File: config.mk
export PLATFORM = sky130hd
export DESIGN_NAME = tagged_field_stream_decoder_core_flat
export DESIGN_NICKNAME = d
export VERILOG_FILES = /design/src/tfsd_pkg.sv /design/src/tfsd_if.sv /design/src/tfsd_cfg_regs.sv /design/src/tfsd_parser.sv /design/src/tfsd_out_queue.sv /design/src/tagged_field_stream_decoder_core.sv /design/src/flat_wrapper.sv
export SDC_FILE = /design/constraint.sdc
export NUM_CORES = 1
export LEC_CHECK = 0
export BUFFER_PORTS_ARGS = -buffer_cell sky130_fd_sc_hd__buf_2
export CAP_MARGIN = 0
export CELL_PAD_IN_SITES_DETAIL_PLACEMENT = 1
export CELL_PAD_IN_SITES_GLOBAL_PLACEMENT = 1
export CORE_ASPECT_RATIO = 0.6
export CORE_UTILIZATION = 43
export DETAILED_ROUTE_END_ITERATION = 10
export GPL_ROUTABILITY_DRIVEN = 0
export GPL_TIMING_DRIVEN = 1
export PLACE_DENSITY_LB_ADDON = 0.1
export SETUP_SLACK_MARGIN = 0.5
export SYNTH_ARGS = -nofsm -noshare
export SYNTH_HDL_FRONTEND = slang
export SYNTH_SLANG_ARGS = --single-unit
File: constraint.sdc
create_clock -name i_clk -period 4.42 [get_ports i_clk]
set_input_delay 0.663 -clock i_clk [delete_from_list [all_inputs] [get_ports i_clk]]
set_output_delay 0.663 -clock i_clk [all_outputs]
set_load 0.02 [all_outputs]
File: src/tfsd_pkg.sv
package tfsd_pkg;

    // Type tags carried in the byte stream
    localparam logic [7:0] TAG_INT8      = 8'd1;
    localparam logic [7:0] TAG_INT16     = 8'd2;
    localparam logic [7:0] TAG_INT32     = 8'd3;
    localparam logic [7:0] TAG_INT64     = 8'd4;
    localparam logic [7:0] TAG_FLOAT     = 8'd9;
    localparam logic [7:0] TAG_DOUBLE    = 8'd10;
    localparam logic [7:0] TAG_STRING    = 8'd11;
    localparam logic [7:0] TAG_REC_START = 8'd12;
    localparam logic [7:0] TAG_REC_END   = 8'd13;

    // Result kinds
    localparam logic [1:0] KIND_NUMERIC = 2'd0;
    localparam logic [1:0] KIND_STRING  = 2'd1;
    localparam logic [1:0] KIND_DONE    = 2'd2;
    localparam logic [1:0] KIND_ERROR   = 2'd3;

    // Fault codes
    localparam logic [1:0] FAULT_NONE     = 2'd0;
    localparam logic [1:0] FAULT_TAG      = 2'd1;
    localparam logic [1:0] FAULT_EARLYEND = 2'd2;

    // Configuration register indexes
    localparam logic [0:0] REG_FIELD_TOTAL     = 1'b0;
    localparam logic [0:0] REG_FIELD_TYPE_LIST = 1'b1;

    // Result queue geometry
    localparam int OQ_DEPTH = 4;
    localparam int OQ_PTR_W = $clog2(OQ_DEPTH);
    localparam int OQ_CNT_W = $clog2(OQ_DEPTH + 1);

    typedef struct packed {
        logic [3:0]  field_total;
        logic [31:0] field_type_list;
    } t_cfg;

    typedef struct packed {
        logic [1:0]  item_kind;
        logic [2:0]  field_number;
        logic [63:0] field_bits;
        logic [3:0]  byte_width;
        logic        string_final;
        logic [1:0]  fault_code;
    } t_result;

    // Up to two results from one byte; b only ever follows a
    typedef struct packed {
        logic    a_valid;
        logic    b_valid;
        t_result a;
        t_result b;
    } t_push;

    typedef struct packed {
        logic [OQ_CNT_W-1:0] count;
        logic                room;
    } t_queue_status;

    // Payload bytes of a numeric type code, zero for anything else
    function automatic logic [3:0] code_width(input logic [3:0] code);
        logic [3:0] w;
        case (code)
            4'd1, 4'd5:        w = 4'd1;
            4'd2, 4'd6:        w = 4'd2;
            4'd3, 4'd7, 4'd9:  w = 4'd4;
            4'd4, 4'd8, 4'd10: w = 4'd8;
            default:           w = 4'd0;
        endcase
        return w;
    endfunction

endpackage

File: src/tfsd_if.sv
interface tfsd_in_if;
    logic       valid;
    logic       ready;
    logic [7:0] in_byte;
    logic       buffer_end;
    modport source (output valid, output in_byte, output buffer_end, input ready);
    modport sink (input valid, input in_byte, input buffer_end, output ready);
endinterface

interface tfsd_out_if;
    logic        valid;
    logic        ready;
    logic [1:0]  item_kind;
    logic [2:0]  field_number;
    logic [63:0] field_bits;
    logic [3:0]  byte_width;
    logic        string_final;
    logic [1:0]  fault_code;
    modport source (output valid, output item_kind, output field_number, output field_bits,
                    output byte_width, output string_final, output fault_code, input ready);
    modport sink (input valid, input item_kind, input field_number, input field_bits,
                  input byte_width, input string_final, input fault_code, output ready);
endinterface

interface tfsd_cfg_if;
    logic        valid;
    logic        ready;
    logic [0:0]  index;
    logic [31:0] data;
    modport source (output valid, output index, output data, input ready);
    modport sink (input valid, input index, input data, output ready);
endinterface

File: src/tfsd_cfg_regs.sv
module tfsd_cfg_regs (
    input  logic              i_clk,
    input  logic              i_rst_n,
    tfsd_cfg_if.sink          i_cfg,
    output tfsd_pkg::t_cfg    o_cfg
);

    tfsd_pkg::t_cfg r_cfg;

    // Writes are always taken
    assign i_cfg.ready = 1'b1;

    always_ff @(posedge i_clk) begin
        if (!i_rst_n) begin
            r_cfg <= '0;
        end else if (i_cfg.valid) begin
            case (i_cfg.index)
                tfsd_pkg::REG_FIELD_TOTAL: begin
                    r_cfg.field_total <= i_cfg.data[3:0];
                end
                tfsd_pkg::REG_FIELD_TYPE_LIST: begin
                    r_cfg.field_type_list <= i_cfg.data;
                end
                default: begin
                end
            endcase
        end
    end

    assign o_cfg = r_cfg;

endmodule

File: src/tfsd_parser.sv
module tfsd_parser #(
    parameter int MAX_FIELDS = 8
) (
    input  logic                    i_clk,
    input  logic                    i_rst_n,
    tfsd_in_if.sink                 i_in,
    input  tfsd_pkg::t_cfg          i_cfg,
    input  tfsd_pkg::t_queue_status i_qstat,
    output tfsd_pkg::t_push         o_push
);

    localparam logic [2:0] PH_START = 3'd0;
    localparam logic [2:0] PH_TAG   = 3'd1;
    localparam logic [2:0] PH_NUM   = 3'd2;
    localparam logic [2:0] PH_SLEN  = 3'd3;
    localparam logic [2:0] PH_SDATA = 3'd4;
    localparam logic [2:0] PH_DONE  = 3'd5;
    localparam logic [2:0] PH_ERR   = 3'd6;

    localparam logic [3:0] MaxFieldsW = 4'(MAX_FIELDS);

    // Input register
    logic       r_in_valid, n_in_valid;
    logic [7:0] r_in_byte;
    logic       r_in_end;

    // Parse state
    logic [2:0]  r_phase, n_phase;
    logic [3:0]  r_field, n_field;
    logic [3:0]  r_pcount, n_pcount;
    logic [63:0] r_acc, n_acc;
    logic [31:0] r_srem, n_srem;
    logic        r_sticky, n_sticky;
    logic [3:0]  r_lwidth, n_lwidth;

    logic            take, go;
    logic [3:0]      total;
    logic [2:0]      cf;
    logic [3:0]      code;
    logic [3:0]      cwidth;
    logic [3:0]      pc_inc;
    logic [63:0]     acc_shift;
    logic [31:0]     acc32;
    tfsd_pkg::t_push push;
    tfsd_pkg::t_result early;

    assign i_in.ready = !r_in_valid || i_qstat.room;
    assign take       = i_in.valid && i_in.ready;
    assign go         = r_in_valid && i_qstat.room;
    assign n_in_valid = take ? 1'b1 : (go ? 1'b0 : r_in_valid);

    always_ff @(posedge i_clk) begin
        if (!i_rst_n) begin
            r_in_valid <= 1'b0;
        end else begin
            r_in_valid <= n_in_valid;
        end
        if (take) begin
            r_in_byte <= i_in.in_byte;
            r_in_end  <= i_in.buffer_end;
        end
    end

    assign total     = (i_cfg.field_total > MaxFieldsW) ? MaxFieldsW : i_cfg.field_total;
    assign cf        = r_field[2:0];
    assign code      = i_cfg.field_type_list[4*cf +: 4];
    assign cwidth    = tfsd_pkg::code_width(code);
    assign pc_inc    = r_pcount + 4'd1;
    assign acc_shift = {r_acc[55:0], r_in_byte};
    assign acc32     = {r_acc[23:0], r_in_byte};

    // Per-byte state update and result generation
    always_comb begin
        n_phase  = r_phase;
        n_field  = r_field;
        n_pcount = r_pcount;
        n_acc    = r_acc;
        n_srem   = r_srem;
        n_sticky = r_sticky;
        n_lwidth = r_lwidth;
        push     = '0;
        early    = '0;

        if (go) begin
            case (r_phase)
                PH_START: begin
                    if (r_in_byte == tfsd_pkg::TAG_REC_START) begin
                        n_field = 4'd0;
                        n_phase = PH_TAG;
                    end else begin
                        push.a_valid      = 1'b1;
                        push.a.item_kind  = tfsd_pkg::KIND_ERROR;
                        push.a.fault_code = tfsd_pkg::FAULT_TAG;
                        n_sticky          = 1'b1;
                        n_phase           = PH_ERR;
                    end
                end
                PH_TAG: begin
                    if (r_field >= total) begin
                        push.a_valid = 1'b1;
                        if (r_in_byte == tfsd_pkg::TAG_REC_END) begin
                            push.a.item_kind = tfsd_pkg::KIND_DONE;
                            n_phase          = PH_DONE;
                        end else begin
                            push.a.item_kind  = tfsd_pkg::KIND_ERROR;
                            push.a.fault_code = tfsd_pkg::FAULT_TAG;
                            n_sticky          = 1'b1;
                            n_phase           = PH_ERR;
                        end
                    end else if (r_in_byte != {4'd0, code}) begin
                        push.a_valid        = 1'b1;
                        push.a.item_kind    = tfsd_pkg::KIND_ERROR;
                        push.a.field_number = cf;
                        push.a.fault_code   = tfsd_pkg::FAULT_TAG;
                        n_sticky            = 1'b1;
                        n_phase             = PH_ERR;
                    end else if (cwidth != 4'd0) begin
                        n_lwidth = cwidth;
                        n_pcount = 4'd0;
                        n_acc    = '0;
                        n_phase  = PH_NUM;
                    end else if ({4'd0, code} == tfsd_pkg::TAG_STRING) begin
                        n_pcount = 4'd0;
                        n_acc    = '0;
                        n_phase  = PH_SLEN;
                    end else begin
                        // tag-only field
                        n_field  = r_field + 4'd1;
                        n_pcount = 4'd0;
                        n_acc    = '0;
                        n_phase  = PH_TAG;
                    end
                end
                PH_NUM: begin
                    if (pc_inc >= r_lwidth) begin
                        push.a_valid        = 1'b1;
                        push.a.item_kind    = tfsd_pkg::KIND_NUMERIC;
                        push.a.field_number = cf;
                        push.a.field_bits   = acc_shift;
                        push.a.byte_width   = r_lwidth;
                        n_field             = r_field + 4'd1;
                        n_pcount            = 4'd0;
                        n_acc               = '0;
                        n_phase             = PH_TAG;
                    end else begin
                        n_acc    = acc_shift;
                        n_pcount = pc_inc;
                    end
                end
                PH_SLEN: begin
                    if (pc_inc >= 4'd4) begin
                        n_srem   = acc32;
                        n_pcount = 4'd0;
                        n_acc    = '0;
                        if (acc32 == 32'd0) begin
                            // empty string ends the field
                            n_field = r_field + 4'd1;
                            n_phase = PH_TAG;
                        end else begin
                            n_phase = PH_SDATA;
                        end
                    end else begin
                        n_acc    = {32'd0, acc32};
                        n_pcount = pc_inc;
                    end
                end
                PH_SDATA: begin
                    push.a_valid        = 1'b1;
                    push.a.item_kind    = tfsd_pkg::KIND_STRING;
                    push.a.field_number = cf;
                    push.a.field_bits   = {56'd0, r_in_byte};
                    push.a.string_final = (r_srem == 32'd1);
                    n_srem              = r_srem - 32'd1;
                    if (r_srem == 32'd1) begin
                        n_field  = r_field + 4'd1;
                        n_pcount = 4'd0;
                        n_acc    = '0;
                        n_phase  = PH_TAG;
                    end
                end
                default: begin
                end
            endcase

            // Final byte: flag an unfinished record, then start afresh
            if (r_in_end) begin
                if (n_phase != PH_DONE && n_phase != PH_ERR && !n_sticky) begin
                    early.item_kind  = tfsd_pkg::KIND_ERROR;
                    early.fault_code = tfsd_pkg::FAULT_EARLYEND;
                    if (n_phase != PH_START && n_field < total) begin
                        early.field_number = n_field[2:0];
                    end
                    if (push.a_valid) begin
                        push.b_valid = 1'b1;
                        push.b       = early;
                    end else begin
                        push.a_valid = 1'b1;
                        push.a       = early;
                    end
                end
                n_phase  = PH_START;
                n_field  = 4'd0;
                n_pcount = 4'd0;
                n_acc    = '0;
                n_srem   = '0;
                n_sticky = 1'b0;
                n_lwidth = 4'd0;
            end
        end
    end

    always_ff @(posedge i_clk) begin
        if (!i_rst_n) begin
            r_phase  <= PH_START;
            r_field  <= 4'd0;
            r_pcount <= 4'd0;
            r_acc    <= '0;
            r_srem   <= '0;
            r_sticky <= 1'b0;
            r_lwidth <= 4'd0;
        end else begin
            r_phase  <= n_phase;
            r_field  <= n_field;
            r_pcount <= n_pcount;
            r_acc    <= n_acc;
            r_srem   <= n_srem;
            r_sticky <= n_sticky;
            r_lwidth <= n_lwidth;
        end
    end

    assign o_push = push;

endmodule

File: src/tfsd_out_queue.sv
module tfsd_out_queue (
    input  logic                    i_clk,
    input  logic                    i_rst_n,
    input  tfsd_pkg::t_push         i_push,
    tfsd_out_if.source              o_out,
    output tfsd_pkg::t_queue_status o_qstat
);

    localparam logic [tfsd_pkg::OQ_CNT_W-1:0] RoomLimit =
        tfsd_pkg::OQ_CNT_W'(tfsd_pkg::OQ_DEPTH - 2);

    tfsd_pkg::t_result r_mem [tfsd_pkg::OQ_DEPTH];

    logic [tfsd_pkg::OQ_PTR_W-1:0] r_wr, n_wr;
    logic [tfsd_pkg::OQ_PTR_W-1:0] r_rd, n_rd;
    logic [tfsd_pkg::OQ_CNT_W-1:0] r_count, n_count;
    logic [tfsd_pkg::OQ_PTR_W-1:0] wr_next;
    logic                          pop;
    tfsd_pkg::t_result             head;

    assign pop     = o_out.valid && o_out.ready;
    assign wr_next = r_wr + tfsd_pkg::OQ_PTR_W'(1);

    // Pointer and fill count update
    always_comb begin
        n_wr    = r_wr;
        n_rd    = r_rd;
        n_count = r_count;
        if (i_push.a_valid) begin
            n_wr = wr_next;
        end
        if (i_push.b_valid) begin
            n_wr = r_wr + tfsd_pkg::OQ_PTR_W'(2);
        end
        if (pop) begin
            n_rd = r_rd + tfsd_pkg::OQ_PTR_W'(1);
        end
        n_count = r_count + tfsd_pkg::OQ_CNT_W'(i_push.a_valid)
                + tfsd_pkg::OQ_CNT_W'(i_push.b_valid) - tfsd_pkg::OQ_CNT_W'(pop);
    end

    always_ff @(posedge i_clk) begin
        if (!i_rst_n) begin
            r_wr    <= '0;
            r_rd    <= '0;
            r_count <= '0;
        end else begin
            r_wr    <= n_wr;
            r_rd    <= n_rd;
            r_count <= n_count;
        end
    end

    // Result storage
    always_ff @(posedge i_clk) begin
        if (i_push.a_valid) begin
            r_mem[r_wr] <= i_push.a;
        end
        if (i_push.b_valid) begin
            r_mem[wr_next] <= i_push.b;
        end
    end

    assign head               = r_mem[r_rd];
    assign o_out.valid        = (r_count != '0);
    assign o_out.item_kind    = head.item_kind;
    assign o_out.field_number = head.field_number;
    assign o_out.field_bits   = head.field_bits;
    assign o_out.byte_width   = head.byte_width;
    assign o_out.string_final = head.string_final;
    assign o_out.fault_code   = head.fault_code;

    assign o_qstat.count = r_count;
    assign o_qstat.room  = (r_count <= RoomLimit);

endmodule

File: src/tagged_field_stream_decoder_core.sv
// Path: a result passes through the input register, then the result queue.
// Throughput: one byte per cycle while the queue has room; the final byte of an
// unfinished buffer gives two results, and the single output port drains them
// one per cycle while its ready is high.
// Reset (synchronous, active low) returns parsing to the start tag, clears the
// result queue and sets both configuration registers to zero.
module tagged_field_stream_decoder_core #(
    parameter int MAX_FIELDS = 8
) (
    input  logic        i_clk,
    input  logic        i_rst_n,
    tfsd_in_if.sink     i_in,
    tfsd_cfg_if.sink    i_cfg,
    tfsd_out_if.source  o_out
);

    tfsd_pkg::t_cfg          w_cfg;
    tfsd_pkg::t_push         w_push;
    tfsd_pkg::t_queue_status w_qstat;

    tfsd_cfg_regs u_cfg_regs (
        .i_clk   (i_clk),
        .i_rst_n (i_rst_n),
        .i_cfg   (i_cfg),
        .o_cfg   (w_cfg)
    );

    tfsd_parser #(
        .MAX_FIELDS (MAX_FIELDS)
    ) u_parser (
        .i_clk   (i_clk),
        .i_rst_n (i_rst_n),
        .i_in    (i_in),
        .i_cfg   (w_cfg),
        .i_qstat (w_qstat),
        .o_push  (w_push)
    );

    tfsd_out_queue u_out_queue (
        .i_clk   (i_clk),
        .i_rst_n (i_rst_n),
        .i_push  (w_push),
        .o_out   (o_out),
        .o_qstat (w_qstat)
    );

    // Queue never overfills
    a_queue_bound: assert property (@(posedge i_clk) disable iff (!i_rst_n)
        (w_qstat.count + 3'(w_push.a_valid) + 3'(w_push.b_valid)
            <= 3'(tfsd_pkg::OQ_DEPTH)))
        else $error("result queue overflow");

    // Second result only ever follows a first one
    a_push_order: assert property (@(posedge i_clk) disable iff (!i_rst_n)
        w_push.b_valid |-> w_push.a_valid)
        else $error("second result without first");

    // Fault code present exactly on error results
    a_fault_kind: assert property (@(posedge i_clk) disable iff (!i_rst_n)
        o_out.valid |-> ((o_out.item_kind == tfsd_pkg::KIND_ERROR)
            == (o_out.fault_code != tfsd_pkg::FAULT_NONE)))
        else $error("fault code inconsistent with kind");

endmodule
File: src/flat_wrapper.sv
// flat-port wrapper written by rule: the top's interface ports become plain ports
module tagged_field_stream_decoder_core_flat 
#(
    parameter int MAX_FIELDS = 8
)
  (i_clk, i_rst_n, i_in_valid, i_in_in_byte, i_in_buffer_end, i_in_ready, i_cfg_valid, i_cfg_index, i_cfg_data, i_cfg_ready, o_out_valid, o_out_item_kind, o_out_field_number, o_out_field_bits, o_out_byte_width, o_out_string_final, o_out_fault_code, o_out_ready);
  tfsd_in_if i_in_i ();
  tfsd_cfg_if i_cfg_i ();
  tfsd_out_if o_out_i ();
  input  logic i_clk;
  input  logic i_rst_n;
  input wire logic [$bits(i_in_i.valid)-1:0] i_in_valid;
  input wire logic [$bits(i_in_i.in_byte)-1:0] i_in_in_byte;
  input wire logic [$bits(i_in_i.buffer_end)-1:0] i_in_buffer_end;
  output wire logic [$bits(i_in_i.ready)-1:0] i_in_ready;
  input wire logic [$bits(i_cfg_i.valid)-1:0] i_cfg_valid;
  input wire logic [$bits(i_cfg_i.index)-1:0] i_cfg_index;
  input wire logic [$bits(i_cfg_i.data)-1:0] i_cfg_data;
  output wire logic [$bits(i_cfg_i.ready)-1:0] i_cfg_ready;
  output wire logic [$bits(o_out_i.valid)-1:0] o_out_valid;
  output wire logic [$bits(o_out_i.item_kind)-1:0] o_out_item_kind;
  output wire logic [$bits(o_out_i.field_number)-1:0] o_out_field_number;
  output wire logic [$bits(o_out_i.field_bits)-1:0] o_out_field_bits;
  output wire logic [$bits(o_out_i.byte_width)-1:0] o_out_byte_width;
  output wire logic [$bits(o_out_i.string_final)-1:0] o_out_string_final;
  output wire logic [$bits(o_out_i.fault_code)-1:0] o_out_fault_code;
  input wire logic [$bits(o_out_i.ready)-1:0] o_out_ready;
  assign i_in_i.valid = i_in_valid;
  assign i_in_i.in_byte = i_in_in_byte;
  assign i_in_i.buffer_end = i_in_buffer_end;
  assign i_in_ready = i_in_i.ready;
  assign i_cfg_i.valid = i_cfg_valid;
  assign i_cfg_i.index = i_cfg_index;
  assign i_cfg_i.data = i_cfg_data;
  assign i_cfg_ready = i_cfg_i.ready;
  assign o_out_valid = o_out_i.valid;
  assign o_out_item_kind = o_out_i.item_kind;
  assign o_out_field_number = o_out_i.field_number;
  assign o_out_field_bits = o_out_i.field_bits;
  assign o_out_byte_width = o_out_i.byte_width;
  assign o_out_string_final = o_out_i.string_final;
  assign o_out_fault_code = o_out_i.fault_code;
  assign o_out_i.ready = o_out_ready;
  tagged_field_stream_decoder_core #(.MAX_FIELDS(MAX_FIELDS)) u_core (.i_clk(i_clk), .i_rst_n(i_rst_n), .i_in(i_in_i), .i_cfg(i_cfg_i), .o_out(o_out_i));
endmodule
==> impl_metrics.toml <==
[sta]
setup_viol = 0
hold_slack_ns = 0.265
post-route-period-util = 0.959
rsz0062_at_grt = "yes"
finalCriticalPeriod_ns = 4.24
slew_violations = 0
fmax_mhz = 236
maxSlewHeadroom = 0.212
hold_viol = 0
worst_slew_pin_slew_ns = 1.17
fin_skew_ns = 0.0283

[run_status]
outcome = "completed"

[worst_setup_path]
crit_required_ns = 4.89
crit_type = "reg2reg"
end_kind = "flip-flop"
r2r.worst_path.cells = 17
cp_max_fo = 4
r2r_end = "u_core.u_out_queue.r_count[2]"
r2r_slack_ns = 0.18
r2r-start = "u_core.u_cfg_regs.o_cfg[35]"
cp-start-kind = "flip-flop"
cp_data_arrival_time_ns = 4.71

[yosys]
yosysTopAreaCell = "dfxtp_1"
post_synth.cell_area_avg_sq_um = 9.02
yosysMostFrequentCell = "nand2_1"
syn-instance-count = 2387
synth_commonest_cells = "nand2_1, dfxtp_1, nor2_1"
synth_top_area_frac = 0.400
synth_area_sq_um = 21500
syn_nets = 2461
synth_edf_count = 33
yosysWarnings = 0
synth_area_leaders = "dfxtp_1, nand2_1, mux4_2"
yosysUniqueCellTypes = 75
synth_ff_type = "dfxtp_1"
async_flop_share = 0
synth_seq_cells = 463
ys_seq_area_frac = 0.446

[cells_and_area]
diodes = 0
final_util = 0.528
syn_to_final_growth_pct = 21.1
drive_above_1_share = 0.209
fin_nets = 2607

[worst_hold_path]
holdPathEnd = "u_core.u_parser.r_in_byte[3]"
whs_path_depth = 1
worstHoldPathType = "in2reg"
hold_start = "i_in_in_byte[3]"

[global_route]
grt_max_degree = 109
grt.total_usage = 0.292
grt_pass1_wl_um = 117000
antenna_found_initial = 1
grt_pass1_vias = 19308
overflow = 0

[clock_tree]
clock_sinks = 463
cts_buffer_depth = 3
clockRootBuffer = "clkbuf_16"
cts_hold_buf = 0
clock_latency_ns = 0.58
numCtsBuffers = 46
clk_pin_slew_worst_paths_ns = 0.06
tritoncts = "done"
htree_levels = 2

[drt]
vias = 18895
drt_iter0_drc = 1388
viasPerCell = 5.87
drcViolationCount = 0
dr.pass1.iters = 5
wire_per_inst_um = 23.7
wl_um = 76200
ant_nets = 0

[floorplan]
die_area_sq_um = 51000
core-area_sq_um = 49400
initial_core_util = 0.436
rows = 63
pin_count = 126
die_x_um = 291
die_h_um = 175

[pwr]
p_per_area_nw_per_um2 = 417
p_leak_uw = 0.0109
intPower_uw = 7650
power_frac_seq = 0.415
switching_share = 0.296
clkPwrFrac = 0.392
pwr-share-comb = 0.192
peakVddDrop_uv = 294
switchingPower_uw = 3210

[run]
cap_violations = 0

[placement]
portBuffers = 124
hpwl_um = 48000
[state kept, by name (all words and copies together), names as in the netlist, named ones only]
register / cells
u_core.u_parser.r_in_valid: 1
u_core.u_cfg_regs.o_cfg: 36
u_core.u_parser.r_phase: 3
u_core.u_out_queue.r_mem: 304
u_core.u_parser.r_in_end: 1
u_core.u_parser.r_in_byte: 8
u_core.u_parser.r_acc: 56
u_core.u_parser.r_pcount: 4
u_core.u_out_queue.r_count: 3
u_core.u_out_queue.r_rd: 2
u_core.u_parser.r_lwidth: 4
u_core.u_parser.r_srem: 32
u_core.u_out_queue.r_wr: 2
u_core.u_parser.r_sticky: 1
u_core.u_parser.r_field: 4
[area by class of cell]
| type | instances | area [sq um] |
|---|---|---|
| Multi-Input combinational cell | 1715 | 11400 |
| Tap cell | 650 | 813 |
| Clock buffer | 65 | 1380 |
| Inverter | 28 | 108 |
| Timing Repair Buffer | 279 | 2460 |
| Clock inverter | 19 | 254 |
| Fill cell | 5580 | 23300 |
| Sequential cell | 463 | 9620 |
[metal layers]
metal  vias up  wire length, um  global-route usage
li1       8621                -                   -
met1      9606            36200               0.419
met2       558            34100               0.460
met4         2             1200              0.0613
met5         -                8                   0
met3       108             4680              0.0529
[cells in the final DEF (no fill, tap or decap), types with 9 or more instances in the layout]
| master | instances |
|---|---|
| a21boi_0 | 99 |
| a21oi_1 | 184 |
| a22oi_1 | 19 |
| and2_1 | 35 |
| and3_1 | 64 |
| buf_12 | 21 |
| buf_16 | 10 |
| buf_2 | 123 |
| buf_4 | 97 |
| buf_6 | 21 |
| clkbuf_16 | 53 |
| dfxtp_1 | 422 |
| edfxtp_1 | 33 |
| ha_1 | 23 |
| inv_1 | 25 |
| mux2i_1 | 154 |
| mux4_2 | 76 |
| nand2_1 | 459 |
| nand2b_1 | 9 |
| nand3_1 | 73 |
| nor2_1 | 201 |
| nor2b_1 | 28 |
| nor3_1 | 23 |
| nor4_1 | 14 |
| o21ai_0 | 59 |
[through the flow]
stage | TNS, ns | total power, uW | instances | worst slack [ns] | instance area (sq um)
5_1_grt | 0 | 11300 | 3219 | 0.0787 | 26100
6_report | 0 | 10900 | 3219 | 0.181 | 26100
3_3_place_gp | 0 | 6380 | 3065 | 0.0783 | 23100
3_5_place_dp | -0.00357 | 6420 | 3065 | -0.00357 | 23100
4_1_cts | 0 | 10900 | 3198 | 0.237 | 25700
2_1_floorplan | 0 | 5780 | 2387 | 0.303 | 21600
[critical path, stage by stage (launching register included)]
cell	delay, ns
dfxtp_2	0.35
nor2b_4	0.15
ha_4	0.21
nand2b_4	0.13
a21o_1	0.20
a211oi_4	0.35
nor2_2	0.09
or4_4	0.43
or3_4	0.40
a21o_1	0.24
a31oi_4	0.18
o21ai_2	0.08
ha_1	0.33
inv_2	0.04
fa_2	0.35
fa_2	0.34
xnor2_1	0.12
and2_1	0.15
[kinds of logic after synthesis]
group                      synth area share
AOI/OAI and AO/OA                     0.133
xor gates and xnor gates            0.00488
adders and majority gates            0.0164
buffers and inverters                0.0418
DFF                                   0.446
muxes                                 0.155
other                              0.000174
and+or+nand+nor                       0.204
[repair_timing]
action | CTS | global route
pin swaps | 29 | 16
endpoints found under the setup margin | 327 | 333
gates resized for setup | 88 | 35
setup buffers | 40 | 18
cloned | 9 | 3
[worst max path at each step]
stage          slack (ns)                    startpoint  cells after the start                             to
2_1_floorplan        0.30    u_core.u_parser.r_field[0]                     18  u_core.u_out_queue.r_count[2]
3_3_place_gp         0.08   u_core.u_cfg_regs.o_cfg[32]                     17  u_core.u_out_queue.r_count[2]
3_5_place_dp       -0.004   u_core.u_cfg_regs.o_cfg[35]                     17  u_core.u_out_queue.r_count[2]
4_1_cts              0.24  u_core.u_parser.r_in_byte[7]                     15  u_core.u_out_queue.r_count[2]
5_1_grt              0.08   u_core.u_cfg_regs.o_cfg[32]                     17  u_core.u_out_queue.r_count[2]
6_report             0.18   u_core.u_cfg_regs.o_cfg[35]                     17  u_core.u_out_queue.r_count[2]
[power by group through the flow]
stage	clock network [uW]	registers (uW)	logic [uW]
after floorplan	0	4460	1320
after global placement	0	4610	1780
after detailed placement	0	4610	1810
after CTS	4340	4520	2020
after global routing	4510	4540	2220
final	4260	4510	2090
Power figures use the tool's default switching activity.
